[config.mk]
export PLATFORM = sky130hd
export DESIGN_NAME = base64_stream_decoder_core_flat
export DESIGN_NICKNAME = d
export VERILOG_FILES = /design/src/hw/rtl/b64d_pkg.sv /design/src/hw/rtl/b64d_intf.sv /design/src/hw/rtl/b64d_front.sv /design/src/hw/rtl/b64d_queue.sv /design/src/hw/rtl/b64d_back.sv /design/src/hw/rtl/base64_stream_decoder_core.sv /design/src/flat_wrapper.sv
export SDC_FILE = /design/constraint.sdc
export NUM_CORES = 1
export LEC_CHECK = 0
export BUFFER_PORTS_ARGS = -buffer_cell sky130_fd_sc_hd__buf_2
export CAP_MARGIN = 20
export CORE_ASPECT_RATIO = 1.25
export CORE_UTILIZATION = 35
export DETAILED_ROUTE_END_ITERATION = 6
export PLACE_DENSITY = 0.5
export SLEW_MARGIN = 10
export SYNTH_ARGS = -nofsm -noshare
export SYNTH_HDL_FRONTEND = slang
export SYNTH_SLANG_ARGS = --single-unit
[constraint.sdc]
create_clock -name clk -period 9.05 [get_ports clk]
set_input_delay 1.81 -clock clk [delete_from_list [all_inputs] [get_ports clk]]
set_output_delay 1.81 -clock clk [all_outputs]
set_load 0.01 [all_outputs]
[src/hw/rtl/b64d_pkg.sv]
// ----------------------------------------------------------------------------
// b64d_pkg
// Shared types, constants and the character lookup for the base64 stream
// decoder.
// ----------------------------------------------------------------------------
package b64d_pkg;

    // field widths
    localparam int CHAR_W       = 8;
    localparam int CAP_W        = 16;
    localparam int BYTE_COUNT_W = 16;
    localparam int KIND_W       = 2;
    localparam int COUNT_WIDTH  = 16;

    // capacity after reset
    localparam logic [CAP_W-1:0] CAP_RESET = '1;

    // job queue between front and back
    localparam int QUEUE_DEPTH = 4;
    localparam int QPTR_W      = (QUEUE_DEPTH > 1) ? $clog2(QUEUE_DEPTH) : 1;
    localparam int QCNT_W      = $clog2(QUEUE_DEPTH + 1);

    // result kinds
    typedef enum logic [KIND_W-1:0] {
        KIND_BYTE  = 2'd0,
        KIND_DONE  = 2'd1,
        KIND_ERROR = 2'd2
    } kind_t;

    // work handed from the front to the back for one item
    typedef struct packed {
        logic                   err;
        logic                   done;
        logic [1:0]             nbytes;
        logic [7:0]             byte0;
        logic [7:0]             byte1;
        logic [7:0]             byte2;
        logic [COUNT_WIDTH-1:0] count;
    } job_t;

    // alphabet lookup: bit 6 set when the character is not in the alphabet
    function automatic logic [6:0] sextet_of(input logic [CHAR_W-1:0] ch);
        logic [6:0] v;
        v = 7'h40;
        if (ch >= 8'h41 && ch <= 8'h5A) begin
            v = {1'b0, 6'(ch - 8'h41)};
        end else if (ch >= 8'h61 && ch <= 8'h7A) begin
            v = {1'b0, 6'(ch - 8'h61 + 8'd26)};
        end else if (ch >= 8'h30 && ch <= 8'h39) begin
            v = {1'b0, 6'(ch - 8'h30 + 8'd52)};
        end else if (ch == 8'h2B) begin
            v = {1'b0, 6'd62};
        end else if (ch == 8'h2F) begin
            v = {1'b0, 6'd63};
        end
        return v;
    endfunction

endpackage

[src/hw/rtl/b64d_intf.sv]
// ----------------------------------------------------------------------------
// b64d channel interfaces
// Valid/ready channels for text characters, decoded results and the
// capacity register write.
// ----------------------------------------------------------------------------

// text character channel
interface b64d_text_if;
    import b64d_pkg::*;
    logic              valid;
    logic              ready;
    logic [CHAR_W-1:0] text_char;
    logic              end_of_text;

    modport source (output valid, output text_char, output end_of_text, input ready);
    modport sink   (input valid, input text_char, input end_of_text, output ready);
endinterface

// decoded result channel
interface b64d_result_if;
    import b64d_pkg::*;
    logic                    valid;
    logic                    ready;
    logic [KIND_W-1:0]       kind;
    logic [7:0]              data_byte;
    logic [BYTE_COUNT_W-1:0] byte_count;
    logic                    last_of_run;

    modport source (output valid, output kind, output data_byte, output byte_count,
                    output last_of_run, input ready);
    modport sink   (input valid, input kind, input data_byte, input byte_count,
                    input last_of_run, output ready);
endinterface

// capacity write channel
interface b64d_cfg_if;
    import b64d_pkg::*;
    logic             valid;
    logic             ready;
    logic [CAP_W-1:0] capacity;

    modport source (output valid, output capacity, input ready);
    modport sink   (input valid, input capacity, output ready);
endinterface

[src/hw/rtl/b64d_front.sv]
// ----------------------------------------------------------------------------
// b64d_front
// Accepts characters, gathers groups of four, checks alphabet and capacity
// and pushes one job per item that causes results.
// ----------------------------------------------------------------------------
module b64d_front (
    input  logic               clk,
    input  logic               rst_n,
    b64d_text_if.sink          text_in,
    b64d_cfg_if.sink           cfg,
    input  logic               queue_full,
    output logic               push,
    output b64d_pkg::job_t     push_job
);
    import b64d_pkg::*;

    localparam int SUM_W = ((COUNT_WIDTH > CAP_W) ? COUNT_WIDTH : CAP_W) + 2;

    logic [CAP_W-1:0]       capacity_reg;
    logic [1:0]             pos_reg,    pos_next;
    logic [5:0]             first_reg,  first_next;
    logic [5:0]             second_reg, second_next;
    logic [6:0]             third_reg,  third_next;
    logic                   head_bad_reg, head_bad_next;
    logic [COUNT_WIDTH-1:0] count_reg,  count_next;
    logic                   failed_reg, failed_next;

    logic                   accept;
    logic                   last;
    logic [6:0]             v;
    logic [SUM_W-1:0]       need;
    logic [SUM_W-1:0]       cap_ext;
    logic [SUM_W-1:0]       max_ext;
    logic [SUM_W-1:0]       limit;
    logic                   over;
    logic [1:0]             nbytes;
    job_t                   job;

    assign text_in.ready = !queue_full;
    assign cfg.ready     = 1'b1;
    assign accept        = text_in.valid && text_in.ready;
    assign last          = text_in.end_of_text;
    assign v             = sextet_of(text_in.text_char);

    // capacity check, limit is the smaller of capacity and the count range
    assign need    = SUM_W'(count_reg) + SUM_W'(3);
    assign cap_ext = SUM_W'(capacity_reg);
    assign max_ext = SUM_W'({COUNT_WIDTH{1'b1}});
    assign limit   = (cap_ext < max_ext) ? cap_ext : max_ext;
    assign over    = need > limit;

    // bytes produced by a complete group
    assign nbytes = third_reg[6] ? 2'd1 : (v[6] ? 2'd2 : 2'd3);

    // group assembly and job build
    always_comb
    begin
        pos_next      = pos_reg;
        first_next    = first_reg;
        second_next   = second_reg;
        third_next    = third_reg;
        head_bad_next = head_bad_reg;
        count_next    = count_reg;
        failed_next   = failed_reg;
        push          = 1'b0;
        job.err       = 1'b0;
        job.done      = last;
        job.nbytes    = 2'd0;
        job.byte0     = {first_reg, second_reg[5:4]};
        job.byte1     = {second_reg[3:0], third_reg[5:2]};
        job.byte2     = {third_reg[1:0], v[5:0]};
        job.count     = count_reg;

        if (accept) begin
            if (failed_reg) begin
                // dropping until end of text
            end else begin
                case (pos_reg)
                    2'd0:
                    begin
                        first_next    = v[5:0];
                        head_bad_next = v[6];
                        pos_next      = 2'd1;
                        push          = last;
                    end
                    2'd1:
                    begin
                        second_next   = v[5:0];
                        head_bad_next = head_bad_reg || v[6];
                        pos_next      = 2'd2;
                        push          = last;
                    end
                    2'd2:
                    begin
                        third_next = v;
                        pos_next   = 2'd3;
                        push       = last;
                    end
                    default:
                    begin
                        pos_next = 2'd0;
                        push     = 1'b1;
                        if (head_bad_reg || over) begin
                            job.err     = 1'b1;
                            job.done    = 1'b0;
                            failed_next = 1'b1;
                        end else begin
                            job.nbytes = nbytes;
                            count_next = count_reg + COUNT_WIDTH'(nbytes);
                            job.count  = count_next;
                        end
                    end
                endcase
            end

            // end of text returns the text state to reset
            if (last) begin
                pos_next      = 2'd0;
                first_next    = '0;
                second_next   = '0;
                third_next    = '0;
                head_bad_next = 1'b0;
                count_next    = '0;
                failed_next   = 1'b0;
            end
        end
    end

    assign push_job = job;

    // text state registers
    always_ff @(posedge clk or negedge rst_n)
    begin
        if (!rst_n) begin
            capacity_reg <= CAP_RESET;
            pos_reg      <= 2'd0;
            first_reg    <= '0;
            second_reg   <= '0;
            third_reg    <= '0;
            head_bad_reg <= 1'b0;
            count_reg    <= '0;
            failed_reg   <= 1'b0;
        end else begin
            if (cfg.valid && cfg.ready) begin
                capacity_reg <= cfg.capacity;
            end
            pos_reg      <= pos_next;
            first_reg    <= first_next;
            second_reg   <= second_next;
            third_reg    <= third_next;
            head_bad_reg <= head_bad_next;
            count_reg    <= count_next;
            failed_reg   <= failed_next;
        end
    end

endmodule

[src/hw/rtl/b64d_queue.sv]
// ----------------------------------------------------------------------------
// b64d_queue
// Short first-in first-out queue of jobs between the front and the back.
// ----------------------------------------------------------------------------
module b64d_queue (
    input  logic               clk,
    input  logic               rst_n,
    input  logic               push,
    input  b64d_pkg::job_t     push_job,
    input  logic               pop,
    output b64d_pkg::job_t     head_job,
    output logic               full,
    output logic               empty
);
    import b64d_pkg::*;

    job_t              entry_reg [QUEUE_DEPTH];
    logic [QPTR_W-1:0] wr_ptr_reg, wr_ptr_next;
    logic [QPTR_W-1:0] rd_ptr_reg, rd_ptr_next;
    logic [QCNT_W-1:0] cnt_reg,    cnt_next;
    logic              do_push;
    logic              do_pop;

    assign full     = cnt_reg == QCNT_W'(QUEUE_DEPTH);
    assign empty    = cnt_reg == '0;
    assign do_push  = push && !full;
    assign do_pop   = pop && !empty;
    assign head_job = entry_reg[rd_ptr_reg];

    // pointer and fill count update
    always_comb
    begin
        wr_ptr_next = wr_ptr_reg;
        rd_ptr_next = rd_ptr_reg;
        cnt_next    = cnt_reg;
        if (do_push) begin
            wr_ptr_next = (wr_ptr_reg == QPTR_W'(QUEUE_DEPTH - 1)) ? '0 : wr_ptr_reg + 1'b1;
        end
        if (do_pop) begin
            rd_ptr_next = (rd_ptr_reg == QPTR_W'(QUEUE_DEPTH - 1)) ? '0 : rd_ptr_reg + 1'b1;
        end
        if (do_push && !do_pop) begin
            cnt_next = cnt_reg + 1'b1;
        end else if (do_pop && !do_push) begin
            cnt_next = cnt_reg - 1'b1;
        end
    end

    // control registers
    always_ff @(posedge clk or negedge rst_n)
    begin
        if (!rst_n) begin
            wr_ptr_reg <= '0;
            rd_ptr_reg <= '0;
            cnt_reg    <= '0;
        end else begin
            wr_ptr_reg <= wr_ptr_next;
            rd_ptr_reg <= rd_ptr_next;
            cnt_reg    <= cnt_next;
        end
    end

    // job storage
    always_ff @(posedge clk)
    begin
        if (do_push) begin
            entry_reg[wr_ptr_reg] <= push_job;
        end
    end

endmodule

[src/hw/rtl/b64d_back.sv]
// ----------------------------------------------------------------------------
// b64d_back
// Takes jobs from the queue and sends their results one per cycle, while the
// output is not stalled, through an output register.
// ----------------------------------------------------------------------------
module b64d_back (
    input  logic               clk,
    input  logic               rst_n,
    input  b64d_pkg::job_t     head_job,
    input  logic               empty,
    output logic               pop,
    b64d_result_if.source      result_out
);
    import b64d_pkg::*;

    logic [1:0]              idx_reg,   idx_next;
    logic                    ovalid_reg, ovalid_next;
    kind_t                   kind_reg,  kind_next;
    logic [7:0]              byte_reg,  byte_next;
    logic [BYTE_COUNT_W-1:0] bcount_reg, bcount_next;
    logic                    last_reg,  last_next;

    logic                    advance;
    logic                    emit;
    logic [2:0]              total;
    logic                    is_last;

    assign advance = !ovalid_reg || result_out.ready;
    assign emit    = advance && !empty;
    assign total   = head_job.err ? 3'd1 : ({1'b0, head_job.nbytes} + {2'b00, head_job.done});
    assign is_last = {1'b0, idx_reg} == (total - 3'd1);
    assign pop     = emit && is_last;

    // result selection for the current position within the job
    always_comb
    begin
        kind_next   = kind_reg;
        byte_next   = byte_reg;
        bcount_next = bcount_reg;
        last_next   = last_reg;
        idx_next    = idx_reg;
        ovalid_next = ovalid_reg && !result_out.ready;
        if (emit) begin
            ovalid_next = 1'b1;
            last_next   = is_last;
            idx_next    = is_last ? 2'd0 : idx_reg + 2'd1;
            byte_next   = '0;
            bcount_next = '0;
            if (head_job.err) begin
                kind_next = KIND_ERROR;
            end else if (idx_reg < head_job.nbytes) begin
                kind_next = KIND_BYTE;
                case (idx_reg)
                    2'd0:    byte_next = head_job.byte0;
                    2'd1:    byte_next = head_job.byte1;
                    default: byte_next = head_job.byte2;
                endcase
            end else begin
                kind_next   = KIND_DONE;
                bcount_next = BYTE_COUNT_W'(head_job.count);
            end
        end
    end

    // control registers
    always_ff @(posedge clk or negedge rst_n)
    begin
        if (!rst_n) begin
            idx_reg    <= 2'd0;
            ovalid_reg <= 1'b0;
        end else begin
            idx_reg    <= idx_next;
            ovalid_reg <= ovalid_next;
        end
    end

    // output payload registers
    always_ff @(posedge clk)
    begin
        kind_reg   <= kind_next;
        byte_reg   <= byte_next;
        bcount_reg <= bcount_next;
        last_reg   <= last_next;
    end

    assign result_out.valid       = ovalid_reg;
    assign result_out.kind        = kind_reg;
    assign result_out.data_byte   = byte_reg;
    assign result_out.byte_count  = bcount_reg;
    assign result_out.last_of_run = last_reg;

endmodule

[src/hw/rtl/base64_stream_decoder_core.sv]
// Path: a taken item's job is written into the job queue, and the back then loads
// its results into the output register when the back is idle.
// Throughput: one character per cycle unless the queue is full; one result per cycle
// unless the output stalls, up to four per item, absorbed by the four-entry job queue.
// Reset: asynchronous, active low; clears the group, the byte count, the error flag
// and the queue, and sets capacity to 65535. No clearing pass is needed.
// ----------------------------------------------------------------------------
// base64_stream_decoder_core
// Streaming base64 decoder: characters in, decoded bytes, end count or
// error out.
// ----------------------------------------------------------------------------
module base64_stream_decoder_core (
    input  logic           clk,
    input  logic           rst_n,
    b64d_text_if.sink      text_in,
    b64d_cfg_if.sink       cfg,
    b64d_result_if.source  result_out
);
    import b64d_pkg::*;

    logic push;
    job_t push_job;
    logic pop;
    job_t head_job;
    logic full;
    logic empty;

    // classify characters and build jobs
    b64d_front u_front (
        .clk        (clk),
        .rst_n      (rst_n),
        .text_in    (text_in),
        .cfg        (cfg),
        .queue_full (full),
        .push       (push),
        .push_job   (push_job)
    );

    // job queue
    b64d_queue u_queue (
        .clk      (clk),
        .rst_n    (rst_n),
        .push     (push),
        .push_job (push_job),
        .pop      (pop),
        .head_job (head_job),
        .full     (full),
        .empty    (empty)
    );

    // send results
    b64d_back u_back (
        .clk        (clk),
        .rst_n      (rst_n),
        .head_job   (head_job),
        .empty      (empty),
        .pop        (pop),
        .result_out (result_out)
    );

endmodule

[src/flat_wrapper.sv]
// flat-port wrapper written by rule: the top's interface ports become plain ports
module base64_stream_decoder_core_flat import b64d_pkg::*;
  (clk, rst_n, text_in_valid, text_in_text_char, text_in_end_of_text, text_in_ready, cfg_valid, cfg_capacity, cfg_ready, result_out_valid, result_out_kind, result_out_data_byte, result_out_byte_count, result_out_last_of_run, result_out_ready);
  b64d_text_if text_in_i ();
  b64d_cfg_if cfg_i ();
  b64d_result_if result_out_i ();
  input  logic clk;
  input  logic rst_n;
  input wire logic [$bits(text_in_i.valid)-1:0] text_in_valid;
  input wire logic [$bits(text_in_i.text_char)-1:0] text_in_text_char;
  input wire logic [$bits(text_in_i.end_of_text)-1:0] text_in_end_of_text;
  output wire logic [$bits(text_in_i.ready)-1:0] text_in_ready;
  input wire logic [$bits(cfg_i.valid)-1:0] cfg_valid;
  input wire logic [$bits(cfg_i.capacity)-1:0] cfg_capacity;
  output wire logic [$bits(cfg_i.ready)-1:0] cfg_ready;
  output wire logic [$bits(result_out_i.valid)-1:0] result_out_valid;
  output wire logic [$bits(result_out_i.kind)-1:0] result_out_kind;
  output wire logic [$bits(result_out_i.data_byte)-1:0] result_out_data_byte;
  output wire logic [$bits(result_out_i.byte_count)-1:0] result_out_byte_count;
  output wire logic [$bits(result_out_i.last_of_run)-1:0] result_out_last_of_run;
  input wire logic [$bits(result_out_i.ready)-1:0] result_out_ready;
  assign text_in_i.valid = text_in_valid;
  assign text_in_i.text_char = text_in_text_char;
  assign text_in_i.end_of_text = text_in_end_of_text;
  assign text_in_ready = text_in_i.ready;
  assign cfg_i.valid = cfg_valid;
  assign cfg_i.capacity = cfg_capacity;
  assign cfg_ready = cfg_i.ready;
  assign result_out_valid = result_out_i.valid;
  assign result_out_kind = result_out_i.kind;
  assign result_out_data_byte = result_out_i.data_byte;
  assign result_out_byte_count = result_out_i.byte_count;
  assign result_out_last_of_run = result_out_i.last_of_run;
  assign result_out_i.ready = result_out_ready;
  base64_stream_decoder_core u_core (.clk(clk), .rst_n(rst_n), .text_in(text_in_i), .cfg(cfg_i), .result_out(result_out_i));
endmodule
---- After elaboration in Yosys (flattened, before gate mapping) ----
Memories as Yosys holds them, arrays and structs flattened.
Cells that the tools add are included.
cells by class
  add/subtract/negate cells ............... 14
  reductions and logical operators ........ 36
  mux-type cells .......................... 51
  equality and inequality tests ........... 10
  order comparisons ....................... 9
  bitwise operators ....................... 1
operator list
  operator                                              number
  two-way mux 16 bit                                    6
  two-way mux 7 bit                                     8
  two-way mux 6 bit                                     6
  adder 16 x 2 -> 17 bit (second input constant)        1
  greater-than comparator 17 x 16 -> 1 bit              1
  adder 16 x 2 -> 16 bit                                1
  == test 8 x 6 -> 1 bit (second input constant)        2
  >= comparator 8 x 7 -> 1 bit (second input constant)  2
  <= comparator 8 x 7 -> 1 bit (second input constant)  2
  < comparator 16 bit (second input constant)           1
  two-way mux 2 bit                                     8
  case mux 8 bit (2 select lines)                       1
  two-way mux 1 bit                                     14
  two-way mux 4 bit                                     3
  AND reduction 3 bit                                   4
  subtractor 6 bit (second input constant)              2
  logical AND 1 bit                                     11
  two-way mux 3 bit                                     3
  >= comparator 8 x 6 -> 1 bit (second input constant)  1
  <= comparator 8 x 6 -> 1 bit (second input constant)  1
  nonzero test 2 bit                                    4
  adder 2 x 1 -> 2 bit (second input constant)          3
  adder 6 x 5 -> 6 bit (second input constant)          1
  adder 6 bit (second input constant)                   1
  21 further kinds                                      34
storage, ports and cells
  memories ................................ 1
  logic and storage cells ................. 139
  bits in writable memories ............... 176
  register bits ........................... 92
  output and inout port bits .............. 30
  input bits .............................. 30
memories
  memory                    words  bits a word  read ports  clocked after Yosys merged registers in  wr ports  line              source
  u_core.u_queue.entry_reg  4      44           1           0                                        1         b64d_queue.sv:17  job_t entry_reg [QUEUE_DEPTH];

---- Longest topological paths before layout ----
Gate-level depths: netlist of run 1.
  depth in word-level cells ............... 13
  gate-level depth with buffers ........... 18
  gate-level depth less buffers ........... 16

---- Cells and area by module ----
A second synthesis of run 1 with hierarchy kept.
second synthesis, totals
  cell total of the unflattened synthesis .. 864
  area, all modules ....................... 12303.0 um^2
by module, submodules not included
  module      area an instance (um^2)  times used  sequential area each (um^2)  cells each
  b64d_queue  6787.8                   1           5460.2                       267
  b64d_front  4065.1                   1           1396.3                       483
  b64d_back   1450.1                   1           885.8                        114

---- Worst setup path after synthesis of run 1 ----
OpenSTA, ideal clock, no wires.
  kind .................................... input-to-reg
  from .................................... input text_in_text_char[2]
  to ...................................... memory u_core.u_queue.entry_reg[0][15] (netlist name) (data pin)
  setup time .............................. 0.273 ns
  data required time ...................... 8.777 ns
  stages .................................. 15
  slack ................................... 3.953 ns
  arrival time ............................ 4.824 ns
  path buffers ............................ 1
  cells stage by stage .................... clkbuf_1 > inv_1 > ha_1 > a21o_1 > a311oi_1 > nand3_1 > o211ai_1 > nand2b_1 > ha_1 > a21oi_1 > or4_1 > or2_2 > nor2_1 > nand3b_1 > xnor2_1
RTL lines
  item             line                source
  start, declared  flat_wrapper.sv:10  input wire logic [$bits(text_in_i.text_char)-1:0] text_in_text_char;
  end, declared    b64d_queue.sv:17

==> results of run 1 <==
[Yosys cell counts (all sizes together), types with 2 or more instances]
master,n,area (um^2)
nand4,18,119
xor2,8,70.1
and3,7,43.8
nor3,14,70.1
buf,18,110
o41ai,3,26.3
a311o,6,60.1
nor4,6,37.5
or2,3,18.8
o22ai,5,31.3
dfrtp,49,1230
a211oi,2,15.0
edfxtp,203,6100
a21o,2,15.0
a22oi,8,60.1
o2111ai,3,26.3
nor2b,25,156
nand3b,2,15.0
xnor2,29,254
inv,57,214
o221ai,2,17.5
a221o,5,50.1
mux2,4,45.0
ha,45,563
a21oi,27,135
o21ai,44,220
o211ai,16,125
and2,7,43.8
o311ai,7,61.3
a32oi,4,35.0
fa,2,40.0
nand2,79,297
mux4,44,991
nand2b,5,31.3
a31oi,3,18.8
nor2,45,169
clkbuf,30,113
nand3,31,155
dfstp,16,420
or3,3,18.8
[path summary, 6_finish.rpt]
path                            cells past startpoint                        start                               to  slack (ns)
worst max-delay path                               14         text_in_text_char[0]  u_core.u_queue.entry_reg[1][11]        3.78
worst min-delay path                                2  u_core.u_front.head_bad_reg      u_core.u_front.head_bad_reg        0.48
worst max register to register                     12  u_core.u_front.count_reg[3]   u_core.u_queue.entry_reg[0][3]        4.71
worst min register to register                      2  u_core.u_front.head_bad_reg      u_core.u_front.head_bad_reg        0.48
max in group asynchronous                           2                        rst_n     u_core.u_queue.rd_ptr_reg[0]        6.89
min in group asynchronous                           2                        rst_n     u_core.u_queue.rd_ptr_reg[1]        1.49
[logic make-up after synthesis]
| kind of cell | after synthesis | synth area share, % |
|---|---|---|
| other | 1 | 0.0303 |
| XOR/XNOR | 37 | 2.62 |
| buffers and inverters | 106 | 3.56 |
| flip-flops | 268 | 62.5 |
| AND/OR/NAND/NOR | 249 | 9.76 |
| adder cells (fa/ha/maj) | 47 | 4.87 |
| AO/OA/AOI/OAI | 150 | 8.23 |
| multiplexers | 49 | 8.44 |
[per-layer routing]
| layer | vias to the layer above | global-route usage (%) | routed length (um) |
|---|---|---|---|
| li1 | 3522 | - | - |
| met1 | 3624 | 21.5 | 12700 |
| met4 | 0 | 5.25 | 492 |
| met2 | 148 | 24.7 | 12600 |
| met5 | - | 0 | 0 |
| met3 | 33 | 1.95 | 1040 |
[power by group through the flow]
| stage | sequential (uW) | combinational [uW] | clock [uW] |
|---|---|---|---|
| floorplan | 1810 | 962 | 0 |
| global placement | 1840 | 1320 | 0 |
| detailed placement | 1840 | 1330 | 0 |
| CTS | 1820 | 1330 | 1110 |
| global route | 1850 | 1460 | 1150 |
| finish | 1810 | 1310 | 1070 |
[stage by stage]
stage	hold WS, ns	std cells
final	0.483	1450
after global routing	0.520	1450
after CTS	0.488	1448
after detailed placement	0.472	1396
after global placement	0.466	1396
after floorplan	0.441	907
[layout make-up]
| class | instances | share of cell area, % |
|---|---|---|
| Sequential cell | 268 | 55.2 |
| Multi-Input combinational cell | 533 | 30.1 |
| Clock buffer | 40 | 5.47 |
| Tap cell | 468 | 4.17 |
| Timing Repair Buffer | 71 | 2.89 |
| Inverter | 58 | 1.55 |
| Clock inverter | 12 | 0.607 |
[worst reg2reg max path, delay by kind of cell (launching register included)]
| family | cells | cell delay (ns) |
|---|---|---|
| AO/OA/AOI/OAI | 3 | 1.09 |
| adder cells (fa/ha/maj) | 1 | 0.33 |
| XOR/XNOR | 2 | 0.63 |
| AND/OR/NAND/NOR | 6 | 1.45 |
| flip-flops | 1 | 0.58 |
==> metrics.txt, run 1 <==
placed cell areas=13100 um^2; Unique masters post-synth=67; Tot Pwr=4200 uW; P&R area growth vs syn=13.2%; final clock skew=0.0207 ns; CTS Buf Count=28; initial antenna violation count=0; RSZ-0062 raised after global routing=no; Detailed Place HPWL=17300 um; CORE AREA=34600 um^2; f_max=190 MHz; Flop pwr share=43.2%; setup TNS=0 ns; Slowest-stage cell, CP=or4_1; CP Cell Sequence=buf_2 > inv_1 > ha_1 > nor2b_1 > o21ai_0 > o2111ai_1 > o211ai_1 > nand2b_1 > ha_1 > a21oi_1 > or4_1 > nor2_1 > nand4_1 > xnor2_1; Worst EP required=9.39 ns; Yosys reg bits=268; Fill cells=3365; antenna cells=0; Root Driver=clkbuf_16; clock period minus worst slack=5.27 ns; Lkg Pwr=0.00511 uW; Async SR Flop Fraction=24.3%; VDD IR max=0.137 mV; slowest stage delay, CP=0.56 ns; combinational group share of total power=31.2%; first-pass GRT wire length=43000 um; status=finished clean; Least-Margin Pin Slew=0.983 ns; Die W=170 um; Top Ports=60; GRT Residual Overflow=0; EDFF count, synth=203; HP Class=flop to flop; post-CTS sizing=0; Synth Warn #=0; Post-Synthesis Cells=907; pwr dens=299 nW/um^2; via count=7327; total setup buffers inserted after CTS=0; sequential area share after synthesis=62.5%; GRT Total Usage=15.4%; Psw=1380 uW; commonest non-fill, non-tap cells in the layout=edfxtp_1 (203), nand2_1 (79), buf_2 (59); WP data arrival=5.61 ns; Detail Route Antenna Nets=0; Layout Utilization=40.5%; Multi-input gate area=4220 um^2; Startpoint Class=primary input; Top Family by Delay on Critical Path=simple AND/OR/NAND/NOR gates; starting density of the core=35.8%; Synth Area per Inst=13.7 um^2; Slew Limit Fails=0; WL final=26800 um; # setup viols final=0; Final WS setup=3.78 ns; Pint=2820 uW; critical setup path kind=primary input to flop; Final GP Congestion=0.846; number of remaining DRC errors=0; Placement Setup Slack=3.34 ns; initial DRC count=481; CTS sink cnt=268; Rows=76; cell mode on critical path=ha_1; switch share=32.9%; H-tree levels=1; Port Buffers=58; Tcrit/Tclk final=58.3%; Slew HR=34.5%; Seq. cell area=7740 um^2; max FFs per register=176; fin nets=1037; drt first pass iters=5; vias in the first global route=7531; via/cell ratio=5.05; largest net degree at the start of global routing=66; WP buf/inv=2; Max-Cap Viols=0; hold_buf cts=0; Hold Fails Final Rpt=0; Worst Setup End Kind=flop; Main synth FF type=edfxtp_1; Synth Net Count=984; clock slew at reported path FFs=0.06 ns; Synth Cell Area=12400 um^2; crit path max fanout=7; WL/cell=18.5 um; most common cell after layout, fill and taps aside=edfxtp_1; DIE AREA=36200 um^2; share of cells above drive strength 1=18.9%; Clk pwr share=25.6%; Die Height=212 um; CTS tree=done; Clock Tree Buf Depth=3; Skew-Pair Late Insertion Delay=0.55 ns; Design Area, Final=14000 um^2
No activity file was read; power rests on OpenSTA's default activity.
==> inputs of run 2 (changes only) <==
--- a/config.mk
+++ b/config.mk
@@ -5,6 +5,7 @@
 export SDC_FILE = /design/constraint.sdc
 export NUM_CORES = 1
 export LEC_CHECK = 0
+export ABC_AREA = 1
 export BUFFER_PORTS_ARGS = -buffer_cell sky130_fd_sc_hd__buf_2
 export CAP_MARGIN = 20
 export CORE_ASPECT_RATIO = 1.25
==> constraint.sdc (replaced) <==
create_clock -name clk -period 4.93 [get_ports clk]
set_input_delay 0.986 -clock clk [delete_from_list [all_inputs] [get_ports clk]]
set_output_delay 0.986 -clock clk [all_outputs]
set_load 0.01 [all_outputs]
==> run 2 against run 1 <==
  * Sequential cell count is the same
  * Final cell count is 18% higher
  * Clock power is 89% higher
  * Cell area up 0.39%
  * Critical path depth rose by 2
  * Sequential share of layout area is 0.22 points lower
  * Count of clock-buffer cells in the layout is the same
  * Largest cell class unchanged
  * Non-clock buffer count unchanged
  * Synthesized area is essentially flat
  * Hold slack got worse by 0.014 ns
  * Clock skew decreased by 0.0097 ns
  * Routed wire length is 7.2% higher
==> metrics.txt, run 2 <==
status=finished clean; Root Driver=clkbuf_16; first-pass GRT wire length=45600 um; Unique masters post-synth=47; synth cell count leaders=edfxtp_1 (203), nand2_1 (194), nor2_1 (151); critical setup path kind=flop to flop; Slew Limit Fails=0; CTS sink cnt=268; Hold Fails Final Rpt=0; number of remaining DRC errors=0; hold_buf cts=0; Die W=170 um; Final WS setup=1.02 ns; most common cell after layout, fill and taps aside=edfxtp_1; met3 WL=1190 um; via/cell ratio=4.87; top-count cell post-synth=edfxtp_1; initial DRC count=506; Synth area leaders=edfxtp_1 (49%), dfrtp_1 (9.9%), nand2_1 (5.9%); crit path max fanout=45; CTS tree=done; Reg2Reg Depth=16; WL/cell=16.7 um; reg2reg end=u_core.u_queue.cnt_reg[1]; WP data arrival=4.34 ns; via count=8359; Pint=4840 uW; GRT Total Usage=16.5%; total setup buffers inserted after CTS=0; Psw=2620 uW; WL final=28700 um; Synth Warn #=0; Worst Setup End Kind=flop; Slew HR=40.2%; metal2 WL=13500 um; Least-Margin Pin Slew=0.894 ns; Max-Cap Viols=0; Synth Net Count=1251; Final GP Congestion=0.869; Async SR Flop Fraction=24.3%; share of cells above drive strength 1=13.6%; Rows=76; Flop pwr share=42.3%; clock period minus worst slack=3.91 ns; Startpoint Class=flop; Synth Cell Area=12400 um^2; Synth area leader=edfxtp_1; vias in the first global route=8050; Lkg Pwr=0.00563 uW; Tcrit/Tclk final=79.4%; switch share=35.1%; Main synth FF type=edfxtp_1; RSZ-0062 raised after global routing=no; H-tree levels=1; final clock skew=0.0109 ns; GRT Residual Overflow=0; R2R Setup Slk=1.02 ns; VDD IR max=0.280 mV; pwr dens=530 nW/um^2; EDFF count, synth=203; met1 WL=13600 um; P&R area growth vs syn=13.6%; Worst R2R Start=u_core.u_queue.rd_ptr_reg[1]; Synth Area per Inst=10.6 um^2; setup TNS=0 ns; CORE AREA=34700 um^2; drt first pass iters=5; DIE AREA=36200 um^2; f_max=256 MHz; clock slew at reported path FFs=0.06 ns; post-CTS sizing=0; HP Class=primary input to asynchronous set/reset pin; starting density of the core=35.7%; fin nets=1307; CTS Buf Count=28; commonest non-fill, non-tap cells in the layout=edfxtp_1 (203), nand2_1 (194), nor2_1 (147); largest net degree at the start of global routing=49; antenna cells=0; # setup viols final=0; Clock Tree Buf Depth=3; sequential area share after synthesis=62.5%; Detail Route Antenna Nets=0; top routing layer in use=met4; initial antenna violation count=0; Post-Synthesis Cells=1174; Skew-Pair Late Insertion Delay=0.55 ns; combinational group share of total power=30.5%; Port Buffers=58; max FFs per register=176; Yosys reg bits=268; Top Ports=60; Die Height=212 um; Detailed Place HPWL=18100 um; Placement Setup Slack=0.782 ns; Worst EP required=5.36 ns; Clk pwr share=27.1%; Synth top area share=49.2%
==> run 2: cell type report <==
cell class | count | area (um^2)
Fill cell | 3348 | 20600
Sequential cell | 268 | 7740
Multi-Input combinational cell | 759 | 4110
Clock buffer | 40 | 797
Tap cell | 468 | 586
Timing Repair Buffer | 71 | 388
Inverter | 102 | 385
Clock inverter | 10 | 76.3
==> run 2: power groups by stage <==
stage | clock network (uW) | registers (uW) | logic (uW)
5_1_grt | 2170 | 3210 | 2580
3_3_place_gp | 0 | 3200 | 2300
4_1_cts | 2090 | 3170 | 2320
2_1_floorplan | 0 | 3240 | 1460
3_5_place_dp | 0 | 3210 | 2310
6_report | 2020 | 3160 | 2280
==> run 2: through the flow <==
| step | hold slack, ns | cell area, um^2 | total power (uW) | utilization, % | instances |
|---|---|---|---|---|---|
| finish | 0.469 | 14100 | 7460 | 40.6 | 1718 |
| global route | 0.504 | 14100 | 7960 | 40.6 | 1718 |
| CTS | 0.476 | 14100 | 7580 | 40.6 | 1718 |
| detailed placement | 0.487 | 13200 | 5520 | 38.1 | 1668 |
| global placement | 0.478 | 13200 | 5500 | 38.1 | 1668 |
| floorplan | 0.463 | 12400 | 4690 | - | 1174 |
==> run 2: worst max-delay path by stage <==
stage | to | depth (start not counted) | slack (ns) | start
after floorplan | u_core.u_queue.cnt_reg[1] | 7 | 0.92 | result_out_ready
after global placement | u_core.u_queue.entry_reg[0][7] | 19 | 0.89 | text_in_text_char[2]
after detailed placement | u_core.u_queue.entry_reg[0][11] | 19 | 0.78 | text_in_text_char[3]
after CTS | u_core.u_queue.cnt_reg[1] | 16 | 1.04 | u_core.u_queue.rd_ptr_reg[1]
after global routing | u_core.u_queue.cnt_reg[1] | 15 | 0.76 | u_core.u_queue.rd_ptr_reg[0]
final | u_core.u_queue.cnt_reg[1] | 16 | 1.02 | u_core.u_queue.rd_ptr_reg[1]
==> run 2: metal layers <==
metal	GRT usage (%)	up-vias
met5	0	-
met4	4.29	0
met3	2.40	24
met2	27.2	149
met1	22.6	4042
li1	-	4144
==> run 2: cell families (layout without fill, tap and decap cells) <==
kind of cell | after synthesis | count (layout) | synth area share, %
DFF | 268 | 268 | 62.5
adders and majority gates | 47 | 47 | 4.87
and+or+nand+nor | 458 | 458 | 16.1
other | 1 | 1 | 0.0303
muxes | 2 | 2 | 0.182
xor gates and xnor gates | 26 | 26 | 1.84
buffers and inverters | 147 | 223 | 4.74
AOI/OAI and AO/OA | 225 | 225 | 9.76
==> run 2: worst max-delay path: stages, from the launching register on <==
cell and delay, ns:
dfrtp_1 0.35, buf_4 0.50, o21ai_0 0.18, o22ai_1 0.26, ha_1 0.27, inv_1 0.05
nand2_1 0.06, inv_1 0.09, ha_1 0.24, xor2_1 0.16, nand3_1 0.10, nor2_2 0.17
nand2_1 0.27, ha_1 0.30, inv_1 0.10, fa_1 0.41, mux2_2 0.26
